`src/rtl/acrms_pkg.sv`:
```
package acrms_pkg;

   // Field and datapath widths.
   localparam int SAMPLE_W  = 12;
   localparam int OFFSET_W  = SAMPLE_W + 4;
   localparam int PLAIN_W   = 20;
   localparam int SQUARE_W  = 40;
   localparam int COUNT_W   = 13;
   localparam int GAIN_W    = 24;
   localparam int FLOOR_W   = 20;
   localparam int VALUE_W   = 20;
   localparam int DIV_W     = SQUARE_W;
   localparam int ROOT_W    = DIV_W / 2;
   localparam int CSR_W     = 24;
   localparam int CSR_IDX_W = 1;

   // Defaults and reset values.
   localparam int MAX_SAMPLES_DEF = 256;
   localparam int QUEUE_DEPTH     = 2;
   localparam logic [OFFSET_W-1:0] OFFSET_RESET = OFFSET_W'(1) << (OFFSET_W - 1);
   localparam logic [GAIN_W-1:0]   GAIN_RESET   = GAIN_W'(28548);
   localparam logic [FLOOR_W-1:0]  FLOOR_RESET  = FLOOR_W'(5);

   // Window kinds, as carried by req_type and rsp_result_kind.
   localparam logic KIND_CAL  = 1'b0;
   localparam logic KIND_MEAS = 1'b1;

   // Configuration register indexes.
   localparam logic [CSR_IDX_W-1:0] CSR_GAIN  = 1'b0;
   localparam logic [CSR_IDX_W-1:0] CSR_FLOOR = 1'b1;

   typedef enum logic [1:0] {
      F_IDLE,
      F_MUL,
      F_ACC,
      F_PUSH
   } front_state_type;

   typedef enum logic [2:0] {
      B_IDLE,
      B_DIV,
      B_SQRT,
      B_MUL,
      B_ROUND,
      B_DONE
   } back_state_type;

   // One closed window, handed from the accumulator to the math unit.
   typedef struct packed {
      logic                kind;
      logic [PLAIN_W-1:0]  plain;
      logic [SQUARE_W-1:0] square;
      logic [COUNT_W-1:0]  count;
      logic                overflow;
   } win_rec_type;

   // New zero offset, sent back to the accumulator.
   typedef struct packed {
      logic                valid;
      logic [OFFSET_W-1:0] value;
   } offset_upd_type;

endpackage

```
`src/rtl/acrms_front.sv`:
```
module acrms_front import acrms_pkg::*; #(
   parameter int MAX_SAMPLES = MAX_SAMPLES_DEF
) (
   input  logic                clock,
   input  logic                reset,
   input  logic                req_valid,
   output logic                req_stall,
   input  logic                req_type,
   input  logic [SAMPLE_W-1:0] req_sample,
   input  logic                req_window_last,
   input  logic                queue_full,
   output logic                push,
   output win_rec_type         push_rec,
   input  offset_upd_type      offset_upd
);

   localparam int CNT_W = $clog2(MAX_SAMPLES + 1);
   localparam logic [CNT_W-1:0] MAX_CNT = CNT_W'(MAX_SAMPLES);

   front_state_type state_ff, state_in;

   logic                  cal_wait_ff, cal_wait_in;
   logic [OFFSET_W-1:0]   offset_ff, offset_in;
   logic [PLAIN_W-1:0]    plain_ff, plain_in;
   logic [SQUARE_W-1:0]   square_ff, square_in;
   logic [CNT_W-1:0]      count_ff, count_in;
   logic                  ovf_ff, ovf_in;

   logic                  kind_ff, kind_in;
   logic                  last_ff, last_in;
   logic                  take_ff, take_in;
   logic [SAMPLE_W-1:0]   sample_ff, sample_in;
   logic [OFFSET_W-1:0]   mag_ff, mag_in;
   logic [2*OFFSET_W-1:0] sq_ff, sq_in;

   logic                  accept;
   logic [OFFSET_W-1:0]   s16;
   logic [PLAIN_W:0]      plain_sum;
   logic [SQUARE_W:0]     square_sum;

   // Next state.
   always_comb begin
      state_in = state_ff;
      unique case (state_ff)
         F_IDLE: if (accept) state_in = F_MUL;
         F_MUL:  state_in = F_ACC;
         F_ACC:  state_in = last_ff ? F_PUSH : F_IDLE;
         F_PUSH: if (!queue_full) state_in = F_IDLE;
         default: state_in = F_IDLE;
      endcase
   end

   // Outputs of the sequencer.
   always_comb begin
      req_stall = 1'b1;
      push      = 1'b0;
      unique case (state_ff)
         F_IDLE:  req_stall = cal_wait_ff;
         F_PUSH:  push = !queue_full;
         default: ;
      endcase
   end

   assign accept = req_valid && !req_stall;

   assign push_rec.kind     = kind_ff;
   assign push_rec.plain    = plain_ff;
   assign push_rec.square   = square_ff;
   assign push_rec.count    = COUNT_W'(count_ff);
   assign push_rec.overflow = ovf_ff;

   // Offset removal happens on the way in, so the multiplier sees a magnitude.
   assign s16        = {req_sample, 4'b0000};
   assign plain_sum  = {1'b0, plain_ff} + (PLAIN_W + 1)'(sample_ff);
   assign square_sum = {1'b0, square_ff} + (SQUARE_W + 1)'(sq_ff);

   always_comb begin
      kind_in   = kind_ff;
      last_in   = last_ff;
      take_in   = take_ff;
      sample_in = sample_ff;
      mag_in    = mag_ff;
      sq_in     = sq_ff;
      plain_in  = plain_ff;
      square_in = square_ff;
      count_in  = count_ff;
      ovf_in    = ovf_ff;
      offset_in = offset_ff;
      cal_wait_in = cal_wait_ff;

      if (accept) begin
         kind_in   = req_type;
         last_in   = req_window_last;
         take_in   = count_ff < MAX_CNT;
         sample_in = req_sample;
         mag_in    = (s16 >= offset_ff) ? s16 - offset_ff : offset_ff - s16;
      end

      if (state_ff == F_MUL) begin
         sq_in = mag_ff * mag_ff;
         if (take_ff) begin
            plain_in = plain_sum[PLAIN_W] ? {PLAIN_W{1'b1}} : plain_sum[PLAIN_W-1:0];
         end
      end

      if (state_ff == F_ACC) begin
         if (take_ff) begin
            square_in = square_sum[SQUARE_W] ? {SQUARE_W{1'b1}} : square_sum[SQUARE_W-1:0];
            count_in  = count_ff + 1'b1;
         end else begin
            ovf_in = 1'b1;
         end
      end

      if (offset_upd.valid) begin
         offset_in   = offset_upd.value;
         cal_wait_in = 1'b0;
      end

      if (push) begin
         plain_in  = '0;
         square_in = '0;
         count_in  = '0;
         ovf_in    = 1'b0;
         if (kind_ff == KIND_CAL) cal_wait_in = 1'b1;
      end
   end

   always_ff @(posedge clock) begin
      if (reset) begin
         state_ff    <= F_IDLE;
         cal_wait_ff <= 1'b0;
         offset_ff   <= OFFSET_RESET;
         plain_ff    <= '0;
         square_ff   <= '0;
         count_ff    <= '0;
         ovf_ff      <= 1'b0;
      end else begin
         state_ff    <= state_in;
         cal_wait_ff <= cal_wait_in;
         offset_ff   <= offset_in;
         plain_ff    <= plain_in;
         square_ff   <= square_in;
         count_ff    <= count_in;
         ovf_ff      <= ovf_in;
      end
   end

   always_ff @(posedge clock) begin
      kind_ff   <= kind_in;
      last_ff   <= last_in;
      take_ff   <= take_in;
      sample_ff <= sample_in;
      mag_ff    <= mag_in;
      sq_ff     <= sq_in;
   end

   // No sample may enter while a calibration result is still on its way back.
   assert property (@(posedge clock) disable iff (reset) cal_wait_ff |-> req_stall)
      else $error("front accepted a request during a pending calibration");

   // The count never passes the window limit.
   assert property (@(posedge clock) disable iff (reset) count_ff <= MAX_CNT)
      else $error("sample count beyond the window limit");

endmodule

```
`src/rtl/acrms_queue.sv`:
```
module acrms_queue import acrms_pkg::*; (
   input  logic        clock,
   input  logic        reset,
   input  logic        push,
   input  win_rec_type push_rec,
   output logic        full,
   input  logic        pop,
   output win_rec_type pop_rec,
   output logic        empty
);

   localparam int PTR_W  = (QUEUE_DEPTH > 1) ? $clog2(QUEUE_DEPTH) : 1;
   localparam int FILL_W = $clog2(QUEUE_DEPTH + 1);
   localparam logic [PTR_W-1:0]  LAST_PTR = PTR_W'(QUEUE_DEPTH - 1);
   localparam logic [FILL_W-1:0] DEPTH    = FILL_W'(QUEUE_DEPTH);

   win_rec_type          entry_ff [QUEUE_DEPTH];
   logic [PTR_W-1:0]     wr_ptr_ff, wr_ptr_in;
   logic [PTR_W-1:0]     rd_ptr_ff, rd_ptr_in;
   logic [FILL_W-1:0]    fill_ff, fill_in;

   assign full    = fill_ff == DEPTH;
   assign empty   = fill_ff == '0;
   assign pop_rec = entry_ff[rd_ptr_ff];

   always_comb begin
      wr_ptr_in = wr_ptr_ff;
      rd_ptr_in = rd_ptr_ff;
      fill_in   = fill_ff;
      if (push) wr_ptr_in = (wr_ptr_ff == LAST_PTR) ? '0 : wr_ptr_ff + 1'b1;
      if (pop)  rd_ptr_in = (rd_ptr_ff == LAST_PTR) ? '0 : rd_ptr_ff + 1'b1;
      if (push && !pop)      fill_in = fill_ff + 1'b1;
      else if (pop && !push) fill_in = fill_ff - 1'b1;
   end

   always_ff @(posedge clock) begin
      if (reset) begin
         wr_ptr_ff <= '0;
         rd_ptr_ff <= '0;
         fill_ff   <= '0;
      end else begin
         wr_ptr_ff <= wr_ptr_in;
         rd_ptr_ff <= rd_ptr_in;
         fill_ff   <= fill_in;
      end
   end

   always_ff @(posedge clock) begin
      if (push) entry_ff[wr_ptr_ff] <= push_rec;
   end

   // Neither side may act past the ends of the queue.
   assert property (@(posedge clock) disable iff (reset) !(push && full) && !(pop && empty))
      else $error("queue pushed when full or popped when empty");

endmodule

```
`src/rtl/acrms_back.sv`:
```
module acrms_back import acrms_pkg::*; (
   input  logic                clock,
   input  logic                reset,
   input  logic                queue_empty,
   input  win_rec_type         head_rec,
   output logic                pop,
   input  logic [GAIN_W-1:0]   rms_gain,
   input  logic [FLOOR_W-1:0]  noise_floor,
   output offset_upd_type      offset_upd,
   output logic                rsp_valid,
   input  logic                rsp_stall,
   output logic                rsp_result_kind,
   output logic [VALUE_W-1:0]  rsp_value,
   output logic                rsp_below_floor,
   output logic                rsp_window_overflow
);

   localparam int STEP_W = $clog2(DIV_W);
   localparam int CAL_W  = PLAIN_W + 5;
   localparam int PROD_W = ROOT_W + GAIN_W;
   localparam logic [STEP_W-1:0] DIV_LAST  = STEP_W'(DIV_W - 1);
   localparam logic [STEP_W-1:0] SQRT_LAST = STEP_W'(ROOT_W - 1);
   localparam logic [PROD_W:0]   HALF_LSB  = (PROD_W + 1)'(1) << (VALUE_W - 1);

   back_state_type state_ff, state_in;

   logic                 kind_ff, kind_in;
   logic                 ovf_ff, ovf_in;
   logic [COUNT_W-1:0]   n_ff, n_in;
   logic [DIV_W-1:0]     work_ff, work_in;
   logic [COUNT_W-1:0]   rem_ff, rem_in;
   logic [STEP_W-1:0]    step_ff, step_in;
   logic [ROOT_W+1:0]    sqrem_ff, sqrem_in;
   logic [ROOT_W-1:0]    root_ff, root_in;
   logic [PROD_W-1:0]    prod_ff, prod_in;
   logic [VALUE_W-1:0]   val_ff, val_in;

   logic                 rsp_valid_ff, rsp_valid_in;
   logic                 rsp_kind_ff, rsp_kind_in;
   logic [VALUE_W-1:0]   rsp_value_ff, rsp_value_in;
   logic                 rsp_below_ff, rsp_below_in;
   logic                 rsp_ovf_ff, rsp_ovf_in;

   logic                 load;
   logic                 out_free;
   logic [COUNT_W-1:0]   head_n;
   logic [CAL_W-1:0]     cal_dividend;
   logic [COUNT_W:0]     rem_sh;
   logic                 div_ge;
   logic [ROOT_W+3:0]    sq_t;
   logic [ROOT_W+3:0]    sq_trial;
   logic                 sq_ge;
   logic [PROD_W:0]      rounded;
   logic [PROD_W-VALUE_W:0] scaled;
   logic                 below;

   assign out_free = !rsp_valid_ff || !rsp_stall;

   // Next state.
   always_comb begin
      state_in = state_ff;
      unique case (state_ff)
         B_IDLE:  if (!queue_empty) state_in = B_DIV;
         B_DIV:   if (step_ff == DIV_LAST) state_in = (kind_ff == KIND_CAL) ? B_DONE : B_SQRT;
         B_SQRT:  if (step_ff == SQRT_LAST) state_in = B_MUL;
         B_MUL:   state_in = B_ROUND;
         B_ROUND: state_in = B_DONE;
         B_DONE:  if (out_free) state_in = B_IDLE;
         default: state_in = B_IDLE;
      endcase
   end

   // Outputs of the sequencer.
   always_comb begin
      pop  = 1'b0;
      load = 1'b0;
      unique case (state_ff)
         B_IDLE:  pop = !queue_empty;
         B_DONE:  load = out_free;
         default: ;
      endcase
   end

   // A window always has at least one sample; the guard keeps the divider sane.
   assign head_n       = (head_rec.count == '0) ? COUNT_W'(1) : head_rec.count;
   assign cal_dividend = CAL_W'({head_rec.plain, 4'b0000}) + CAL_W'(head_n >> 1);

   // Restoring divider, one quotient bit per cycle.
   assign rem_sh = {rem_ff, work_ff[DIV_W-1]};
   assign div_ge = rem_sh >= {1'b0, n_ff};

   // Digit-by-digit square root, two radicand bits per cycle.
   assign sq_t     = {sqrem_ff, work_ff[DIV_W-1:DIV_W-2]};
   assign sq_trial = {2'b00, root_ff, 2'b01};
   assign sq_ge    = sq_t >= sq_trial;

   assign rounded = {1'b0, prod_ff} + HALF_LSB;
   assign scaled  = rounded[PROD_W:VALUE_W];
   assign below   = (kind_ff == KIND_MEAS) && (val_ff < noise_floor);

   always_comb begin
      kind_in  = kind_ff;
      ovf_in   = ovf_ff;
      n_in     = n_ff;
      work_in  = work_ff;
      rem_in   = rem_ff;
      step_in  = step_ff;
      sqrem_in = sqrem_ff;
      root_in  = root_ff;
      prod_in  = prod_ff;
      val_in   = val_ff;
      unique case (state_ff)
         B_IDLE: begin
            kind_in = head_rec.kind;
            ovf_in  = head_rec.overflow;
            n_in    = head_n;
            work_in = (head_rec.kind == KIND_CAL) ? DIV_W'(cal_dividend) : head_rec.square;
            rem_in  = '0;
            step_in = '0;
         end
         B_DIV: begin
            rem_in  = div_ge ? COUNT_W'(rem_sh - {1'b0, n_ff}) : COUNT_W'(rem_sh);
            work_in = {work_ff[DIV_W-2:0], div_ge};
            step_in = step_ff + 1'b1;
            if (step_ff == DIV_LAST) begin
               step_in  = '0;
               sqrem_in = '0;
               root_in  = '0;
               val_in   = VALUE_W'(work_in[OFFSET_W-1:0]);
            end
         end
         B_SQRT: begin
            sqrem_in = sq_ge ? (ROOT_W + 2)'(sq_t - sq_trial) : (ROOT_W + 2)'(sq_t);
            root_in  = {root_ff[ROOT_W-2:0], sq_ge};
            work_in  = {work_ff[DIV_W-3:0], 2'b00};
            step_in  = step_ff + 1'b1;
         end
         B_MUL: prod_in = root_ff * rms_gain;
         B_ROUND: begin
            val_in = (scaled > (PROD_W - VALUE_W + 1)'({VALUE_W{1'b1}})) ?
                     {VALUE_W{1'b1}} : scaled[VALUE_W-1:0];
         end
         B_DONE: ;
         default: ;
      endcase
   end

   always_comb begin
      rsp_valid_in = rsp_valid_ff && rsp_stall;
      rsp_kind_in  = rsp_kind_ff;
      rsp_value_in = rsp_value_ff;
      rsp_below_in = rsp_below_ff;
      rsp_ovf_in   = rsp_ovf_ff;
      if (load) begin
         rsp_valid_in = 1'b1;
         rsp_kind_in  = kind_ff;
         rsp_value_in = below ? '0 : val_ff;
         rsp_below_in = below;
         rsp_ovf_in   = ovf_ff;
      end
   end

   assign offset_upd.valid = load && (kind_ff == KIND_CAL);
   assign offset_upd.value = val_ff[OFFSET_W-1:0];

   assign rsp_valid           = rsp_valid_ff;
   assign rsp_result_kind     = rsp_kind_ff;
   assign rsp_value           = rsp_value_ff;
   assign rsp_below_floor     = rsp_below_ff;
   assign rsp_window_overflow = rsp_ovf_ff;

   always_ff @(posedge clock) begin
      if (reset) begin
         state_ff     <= B_IDLE;
         rsp_valid_ff <= 1'b0;
      end else begin
         state_ff     <= state_in;
         rsp_valid_ff <= rsp_valid_in;
      end
   end

   always_ff @(posedge clock) begin
      kind_ff      <= kind_in;
      ovf_ff       <= ovf_in;
      n_ff         <= n_in;
      work_ff      <= work_in;
      rem_ff       <= rem_in;
      step_ff      <= step_in;
      sqrem_ff     <= sqrem_in;
      root_ff      <= root_in;
      prod_ff      <= prod_in;
      val_ff       <= val_in;
      rsp_kind_ff  <= rsp_kind_in;
      rsp_value_ff <= rsp_value_in;
      rsp_below_ff <= rsp_below_in;
      rsp_ovf_ff   <= rsp_ovf_in;
   end

   // An offset result never carries the floor flag.
   assert property (@(posedge clock) disable iff (reset)
      rsp_valid_ff && (rsp_kind_ff == KIND_CAL) |-> !rsp_below_ff)
      else $error("offset result flagged below floor");

   // A new result only enters the output register once the old one has left.
   assert property (@(posedge clock) disable iff (reset)
      rsp_valid_ff && rsp_stall |=> $stable(rsp_value_ff) && rsp_valid_ff)
      else $error("pending result overwritten");

endmodule

```
`src/rtl/ac_true_rms_meter_top.sv`:
```
// Channel   Direction  Handshake              Payload
// req       in         req_valid / req_stall  req_type, req_sample, req_window_last
// rsp       out        rsp_valid / rsp_stall  rsp_result_kind, rsp_value,
//                                             rsp_below_floor, rsp_window_overflow
// csr       in         csr_write_enable       csr_index, csr_write_data
//
// The accumulator takes a new request only once the last has passed its multiply
// and accumulate states; a request that closes a window then waits in a push state
// until the queue has room. Per window the math unit runs its restoring divider, then
// for a measurement the square root, gain and rounding steps, and loads the result.
// After a calibration window no request is taken until the new offset is stored.
// Reset is synchronous; it restores the register defaults and a mid-scale offset.
// A stalled result waits in the output register while the next windows proceed.
module ac_true_rms_meter_top import acrms_pkg::*; #(
   parameter int MAX_SAMPLES = MAX_SAMPLES_DEF
) (
   input  logic                 clock,
   input  logic                 reset,
   input  logic                 req_valid,
   output logic                 req_stall,
   input  logic                 req_type,
   input  logic [SAMPLE_W-1:0]  req_sample,
   input  logic                 req_window_last,
   output logic                 rsp_valid,
   input  logic                 rsp_stall,
   output logic                 rsp_result_kind,
   output logic [VALUE_W-1:0]   rsp_value,
   output logic                 rsp_below_floor,
   output logic                 rsp_window_overflow,
   input  logic                 csr_write_enable,
   input  logic [CSR_IDX_W-1:0] csr_index,
   input  logic [CSR_W-1:0]     csr_write_data
);

   // Configuration registers. The user must write them only while the block is idle; the block does not enforce this.
   logic [GAIN_W-1:0]  gain_ff, gain_in;
   logic [FLOOR_W-1:0] floor_ff, floor_in;

   win_rec_type    push_rec;
   win_rec_type    head_rec;
   logic           push;
   logic           pop;
   logic           queue_full;
   logic           queue_empty;
   offset_upd_type offset_upd;

   always_comb begin
      gain_in  = gain_ff;
      floor_in = floor_ff;
      if (csr_write_enable) begin
         unique case (csr_index)
            CSR_GAIN:  gain_in  = csr_write_data[GAIN_W-1:0];
            CSR_FLOOR: floor_in = csr_write_data[FLOOR_W-1:0];
            default:   ;
         endcase
      end
   end

   always_ff @(posedge clock) begin
      if (reset) begin
         gain_ff  <= GAIN_RESET;
         floor_ff <= FLOOR_RESET;
      end else begin
         gain_ff  <= gain_in;
         floor_ff <= floor_in;
      end
   end

   // The front end removes the offset, squares and accumulates each sample,
   // and closes a window into a single record.
   acrms_front #(
      .MAX_SAMPLES(MAX_SAMPLES)
   ) u_front (
      .clock          (clock),
      .reset          (reset),
      .req_valid      (req_valid),
      .req_stall      (req_stall),
      .req_type       (req_type),
      .req_sample     (req_sample),
      .req_window_last(req_window_last),
      .queue_full     (queue_full),
      .push           (push),
      .push_rec       (push_rec),
      .offset_upd     (offset_upd)
   );

   // Closed windows wait here, so sampling continues while the math unit works.
   acrms_queue u_queue (
      .clock   (clock),
      .reset   (reset),
      .push    (push),
      .push_rec(push_rec),
      .full    (queue_full),
      .pop     (pop),
      .pop_rec (head_rec),
      .empty   (queue_empty)
   );

   // The back end divides by the sample count, then either returns the new
   // offset or takes the square root, applies the gain and checks the floor.
   acrms_back u_back (
      .clock              (clock),
      .reset              (reset),
      .queue_empty        (queue_empty),
      .head_rec           (head_rec),
      .pop                (pop),
      .rms_gain           (gain_ff),
      .noise_floor        (floor_ff),
      .offset_upd         (offset_upd),
      .rsp_valid          (rsp_valid),
      .rsp_stall          (rsp_stall),
      .rsp_result_kind    (rsp_result_kind),
      .rsp_value          (rsp_value),
      .rsp_below_floor    (rsp_below_floor),
      .rsp_window_overflow(rsp_window_overflow)
   );

endmodule
```
`config.mk`:
```
export PLATFORM = sky130hd
export DESIGN_NAME = ac_true_rms_meter_top
export DESIGN_NICKNAME = d
export VERILOG_FILES = /design/src/rtl/acrms_pkg.sv /design/src/rtl/acrms_front.sv /design/src/rtl/acrms_queue.sv /design/src/rtl/acrms_back.sv /design/src/rtl/ac_true_rms_meter_top.sv
export SDC_FILE = /design/constraint.sdc
export NUM_CORES = 2
export LEC_CHECK = 0
export BUFFER_PORTS_ARGS = -buffer_cell sky130_fd_sc_hd__buf_2
export CORE_MARGIN = 2
export CORE_UTILIZATION = 51
export CTS_CLUSTER_SIZE = 20
export DETAILED_ROUTE_END_ITERATION = 7
export PLACE_DENSITY = 0.65
export SYNTH_ARGS = -nofsm -noshare
export SYNTH_HDL_FRONTEND = slang
export SYNTH_SLANG_ARGS = --single-unit
```
`constraint.sdc`:
```
create_clock -name clock -period 16 [get_ports clock]
set_input_delay 3.2 -clock clock [delete_from_list [all_inputs] [get_ports clock]]
set_output_delay 3.2 -clock clock [all_outputs]
set_load 0.05 [all_outputs]
```
After elaboration in Yosys (flattened, before gate mapping)
Memory sizes are Yosys's and may differ from the RTL's. A register that Yosys moved wholly into a read port is not among the register bits. Index checks and enable logic that the tools add are counted.

Latch bits: 0. Register bits: 407. Word-level logic and storage cells: 155. Output and inout bits: 25. Memory bits (read-only): 0. Input port bits: 44. Bits in writable memories: 142. Memories: 1.

Divide/modulo/power cells: 0. Bitwise logic cells: 3. Reduce and logical (&&, ||, !) cells: 33. Shift operators: 0. Mux-type cells: 44. Order comparisons: 6. $add $sub $neg: 14. $mul: 2. Equal/unequal tests: 17.

Memory list: u_queue.entry_ff (words 2, bits a word 71, read ports 1, clocked after memory_dff 1, write ports 1, line acrms_queue.sv:17) `win_rec_type entry_ff [QUEUE_DEPTH];`.

Operators by type and width (count): 40-bit case mux with 3 select lines (1); 20-bit two-way mux (4); 40-bit two-way mux (2); 20-bit case mux with 2 select lines (2); 44-bit by 20-bit adder with 45-bit output, second input constant (1); 20-bit by 24-bit multiplier with 44-bit output (1); 22-bit two-way mux (2); 22-bit case mux with 2 select lines (1); 40-bit by 32-bit adder with 41-bit output (1); 16-bit by 16-bit multiplier with 32-bit output (1); 16-bit subtractor (2); 13-bit two-way mux (2); 13-bit case mux with 2 select lines (1); 24-bit by 12-bit adder with 25-bit output (1); 25-bit by 20-bit > comparator with 1-bit output, second input constant (1); 24-bit by 22-bit greater-or-equal comparator with 1-bit output (1); 22-bit subtractor (1); 20-bit by 12-bit adder with 21-bit output (1); 20-bit less-than comparator (1); 3-bit case mux with 6 select lines (1); 6-bit case mux with 3 select lines (1); 16-bit greater-or-equal comparator (1); 16-bit two-way mux (1); 2-bit AND reduction (8); 33 further kinds (80).

Depth between registers and ports, before layout
Word-level depth: 7. Mapped depth: 27. Mapped depth without buffers: 26.

Hierarchy
Synthesis repeated with hierarchy kept, for this count alone.

Cells, all modules: 4982. Area total of the unflattened synthesis: 49583.8 um2.

By module, submodules not included: acrms_back (sequential area each 5605.4 um2, instances 1, cells each 2784, area an instance 26208.9 um2); acrms_front (sequential area each 3643.5 um2, instances 1, cells each 1763, area an instance 15885.2 um2); acrms_queue (sequential area each 4604.4 um2, instances 1, cells each 255, area an instance 5630.4 um2); ac_true_rms_meter_top (sequential area each 880.8 um2, instances 1, cells each 180, area an instance 1859.3 um2).

Least setup slack after synthesis
No wires, ideal clock.

Path kind: register -> register. Start: register u_back.root_ff[4]. End: register u_back.prod_ff[30], data pin. Path buffers: 1. Data arrival time: 6647 ps. Setup slack: 9095 ps. Cell stages (with the launch flop): 27. Setup time: 258 ps. Path through: edfxtp_1 > clkbuf_1 > and2_1 > fa_1 > fa_1 > inv_1 > fa_1 > inv_1 > fa_1 > inv_1 > fa_1 > inv_1 > fa_1 > inv_1 > fa_1 > inv_1 > ha_1 > a21oi_1 > nor2_1 > a211o_1 > a221oi_2 > a21oi_2 > o41ai_4 > a31oi_1 > a21o_1 > a21oi_2 > xnor2_1.

Cells in the longest elaborated chain, start to end: 1.

RTL lines: start: declaration (line acrms_back.sv:34) `logic [ROOT_W-1:0] root_ff, root_in;`; start signal: assignment (line acrms_back.sv:190) `root_ff <= root_in;`; 20-bit by 24-bit multiplier with 44-bit output (line acrms_back.sv:138) `B_MUL: prod_in = root_ff * rms_gain;`; end signal: assignment (line acrms_back.sv:191) `prod_ff <= prod_in;`; end: declaration (line acrms_back.sv:35) `logic [PROD_W-1:0] prod_ff, prod_in;`.

No other way between the ends. A chain may end at the register's enable or synchronous reset.

Worst setup path in the final report
Start: register u_back.root_ff[3]. End: register u_back.prod_ff[43], data pin.

Same word-level chain as after synthesis.

==> impl_metrics.yaml <==
hold_path:
  hp-start: "u_back.ovf_ff$_DFFE_PP_"
  hold_path_class: "register to register"
  hold_depth: 0
  holdPathEnd: "u_back.rsp_window_overflow$_DFFE_PP_"
timing:
  skew_ns: 0.0379
  setup_tns_ns: 0
  rsz0062_at_grt: "false"
  post-route-period-util: 0.480
  worst_pin_slew_ns: 1.27
  timing.final.hold_violations: 0
  relSlewSlack: 0.155
  fmax_mhz: 130
  period_needed_ns: 7.69
  slew_violations: 0
  setup_viol: 0
setup_path:
  critPathKind: "register to register"
  r2r_start: "u_back.root_ff[3]$_SDFFCE_PN0P_"
  regToRegEndpoint: "u_back.prod_ff[43]$_DFFE_PN_"
  cp.arrival_ns: 8.05
  required_ns: 16.36
  r2r_cells: 25
  worstPathMaxFanout: 25
  timing.reg2reg.setup_slack_ns: 8.31
  end_kind: "register"
  setup.worst_path.start_class: "register"
clock_tree:
  post_cts_resized: 0
  cts_root_buffer: "clkbuf_16"
  clockBufferDepth: 3
  cts_setup_buffers: 0
  numCtsBuffers: 54
  ctsHoldBuffers: 0
  cts_max_level: 2
  cts.sinks: 526
  clock_latency_ns: 0.64
  clk_pin_slew_ns: 0.06
  cts_tree: "done"
drt:
  wl_per_cell_um: 19.4
  drt-initial-drc-count: 2545
  viasPerCell: 5.49
  drc: 0
  wl_mm: 117
  drt_pass1_iterations: 6
  drtAntennaViolNets: 0
  vias: 33036
synth:
  syn_nets: 5733
  ys_seq_elements: 526
  synth-main-ff-cell: "edfxtp_1"
  async_flop_share: 0
  synth_top_cells_by_count: "inv_1 (720), fa_1 (559), nand2_1 (504)"
  syn_area_per_cell_sq_um: 10.0
  synthTopCellsByArea: "edfxtp_1 (24%), fa_1 (24%), ha_1 (9.9%)"
  netlist_instances: 4753
  synthDistinctLibCells: 83
  syn_area_sq_um: 47600
  yosysSeqAreaShare: 0.302
  yosys_warnings: 0
  synth_edf_count: 384
  synth_top_cell_area_share: 0.242
  yosysMostFrequentCell: "inv_1"
  synth.largest_area_cell: "edfxtp_1"
finish:
  area_growth_syn_to_layout_pct: 7.21
  fin_nets: 5696
  n_fill_cell: 8248
  final_layout_size_suffix_gt1_frac: 0.0615
  regArea_sq_um: 14400
  utilization: 0.549
  multi_input_area_sq_um: 29800
run_status:
  outcome: "completed"
global_routing:
  grt_antenna_before_repair: 5
  grt_pass1_wl_mm: 185
  grt_max_degree: 75
  grt_usage: 0.249
  grt_pass1_vias: 33251
  grt-ovfl-total: 0
place:
  dp_hpwl_mm: 87.4
  gp_congestion: 0.875
  io_buffers: 68
die:
  fp-row-count: 112
  initial_core_util: 0.512
  die_w_um: 309
  die_h_um: 309
  ios: 69
  die_area_sq_um: 95800
  core_area_sq_um: 92900
pwr:
  p_per_area_nw_per_um2: 216
  total_leakage_power_nw: 22.9
  max-vdd-ir-drop_v: 0.000289
  total_power_mw: 11.0
run:
  drv_cap: 0
-- sequential cells by signal, indices dropped and copies added (netlist names), 22 cells and up, named ones only --
name	flops
u_queue.entry_ff	142
u_back.work_ff	40
u_front.square_ff	40
u_front.sq_ff	31
u_back.prod_ff	25
gain_ff	24
u_back.sqrem_ff	22
-- power breakdown --
group	switching (mW)	internal [mW]
clock network	0.567	0.766
logic	4.27	3.25
registers	0.167	2.00
-- per-layer routing --
metal	vias to the layer above	global-route usage	wire length, um
met5	-	0	0
met4	0	0.0615	2960
met3	166	0.0326	7100
met2	877	0.416	55600
met1	16555	0.344	50900
li1	15438	-	-
-- area by class of cell --
type / instances / area share
Multi-Input combinational cell: 3295 / 0.583
Sequential cell: 526 / 0.282
Inverter: 720 / 0.0530
Tap cell: 1254 / 0.0308
Clock buffer: 71 / 0.0296
Timing Repair Buffer: 119 / 0.0142
Clock inverter: 30 / 0.00721
Antenna cell: 2 / 0.0000981
-- stage by stage --
stage	worst slack [ns]	hold slack (ns)	instances	area [sq um]
CTS	8.33	0.420	6015	51000
global placement	8.42	0.413	5914	49100
floorplan	9.10	0.400	4753	47600
detailed placement	8.37	0.406	5914	49100
finish	8.31	0.419	6017	51000
global route	7.92	0.426	6015	51000
-- worst max-delay path, cell delays in order (launching register included) --
cell,delay [ns]
edfxtp_1,0.98
and2_1,0.26
fa_1,0.45
fa_1,0.51
inv_1,0.05
fa_1,0.52
inv_1,0.05
fa_1,0.49
inv_1,0.05
fa_1,0.47
inv_1,0.05
fa_1,0.53
inv_1,0.05
fa_1,0.52
inv_1,0.04
ha_1,0.30
a21oi_1,0.14
nor2_1,0.05
a211o_1,0.28
a221oi_2,0.29
a21oi_2,0.23
o211a_1,0.36
o311ai_1,0.33
nand2b_1,0.12
a21oi_1,0.19
xnor2_1,0.08
-- worst max path at each step --
stage                               startpoint                           end  slack, ns  cells after the start
6_report       u_back.root_ff[3]$_SDFFCE_PN0P_  u_back.prod_ff[43]$_DFFE_PN_       8.31                     25
5_1_grt        u_back.root_ff[2]$_SDFFCE_PN0P_  u_back.prod_ff[43]$_DFFE_PN_       7.92                     25
4_1_cts        u_back.root_ff[3]$_SDFFCE_PN0P_  u_back.prod_ff[43]$_DFFE_PN_       8.33                     25
3_5_place_dp   u_back.root_ff[3]$_SDFFCE_PN0P_  u_back.prod_ff[30]$_DFFE_PN_       8.37                     25
3_3_place_gp   u_back.root_ff[2]$_SDFFCE_PN0P_  u_back.prod_ff[30]$_DFFE_PN_       8.42                     25
2_1_floorplan  u_back.root_ff[4]$_SDFFCE_PN0P_  u_back.prod_ff[30]$_DFFE_PN_       9.10                     26
-- placed cells by master (no fill, tap or decap), types with 8 or more instances in the layout --
cell type    n
inv_1      720
or2_2       13
mux2_2      21
xnor2_1    116
mux2i_1     77
o21bai_1    12
nor2b_1     63
buf_4       51
clkbuf_16   56
a21oi_1    210
nor3_1      38
fa_1       559
xor2_1      72
a21o_1      62
clkbuf_1    10
o21ai_0    145
nand2_1    504
a22oi_1     40
ha_1       377
a211o_1      8
dfxtp_1    141
edfxtp_1   384
nor2_1     257
clkinv_2    12
nor4_1      10
nand2b_1    23
a211oi_1    13
buf_2       68
o31ai_1     11
nand3_1     51
nand3b_1    14
nand4_1     22
or3_1       13
a31oi_1     57
and2_1     319
and3_1      32
o211ai_1     8
o21a_1      22
-- cell families (layout without fill, tap and decap cells) --
group	after synthesis	after routing	share of synthesized area
buffers and inverters	932	940	0.0747
and+or+nand+nor	1391	1391	0.142
xor gates and xnor gates	188	188	0.0346
adders and majority gates	936	936	0.334
muxes	99	99	0.0214
AOI/OAI and AO/OA	681	681	0.0911
DFF	526	526	0.302
other	0	2	0
Power figures use the tool's default switching activity.
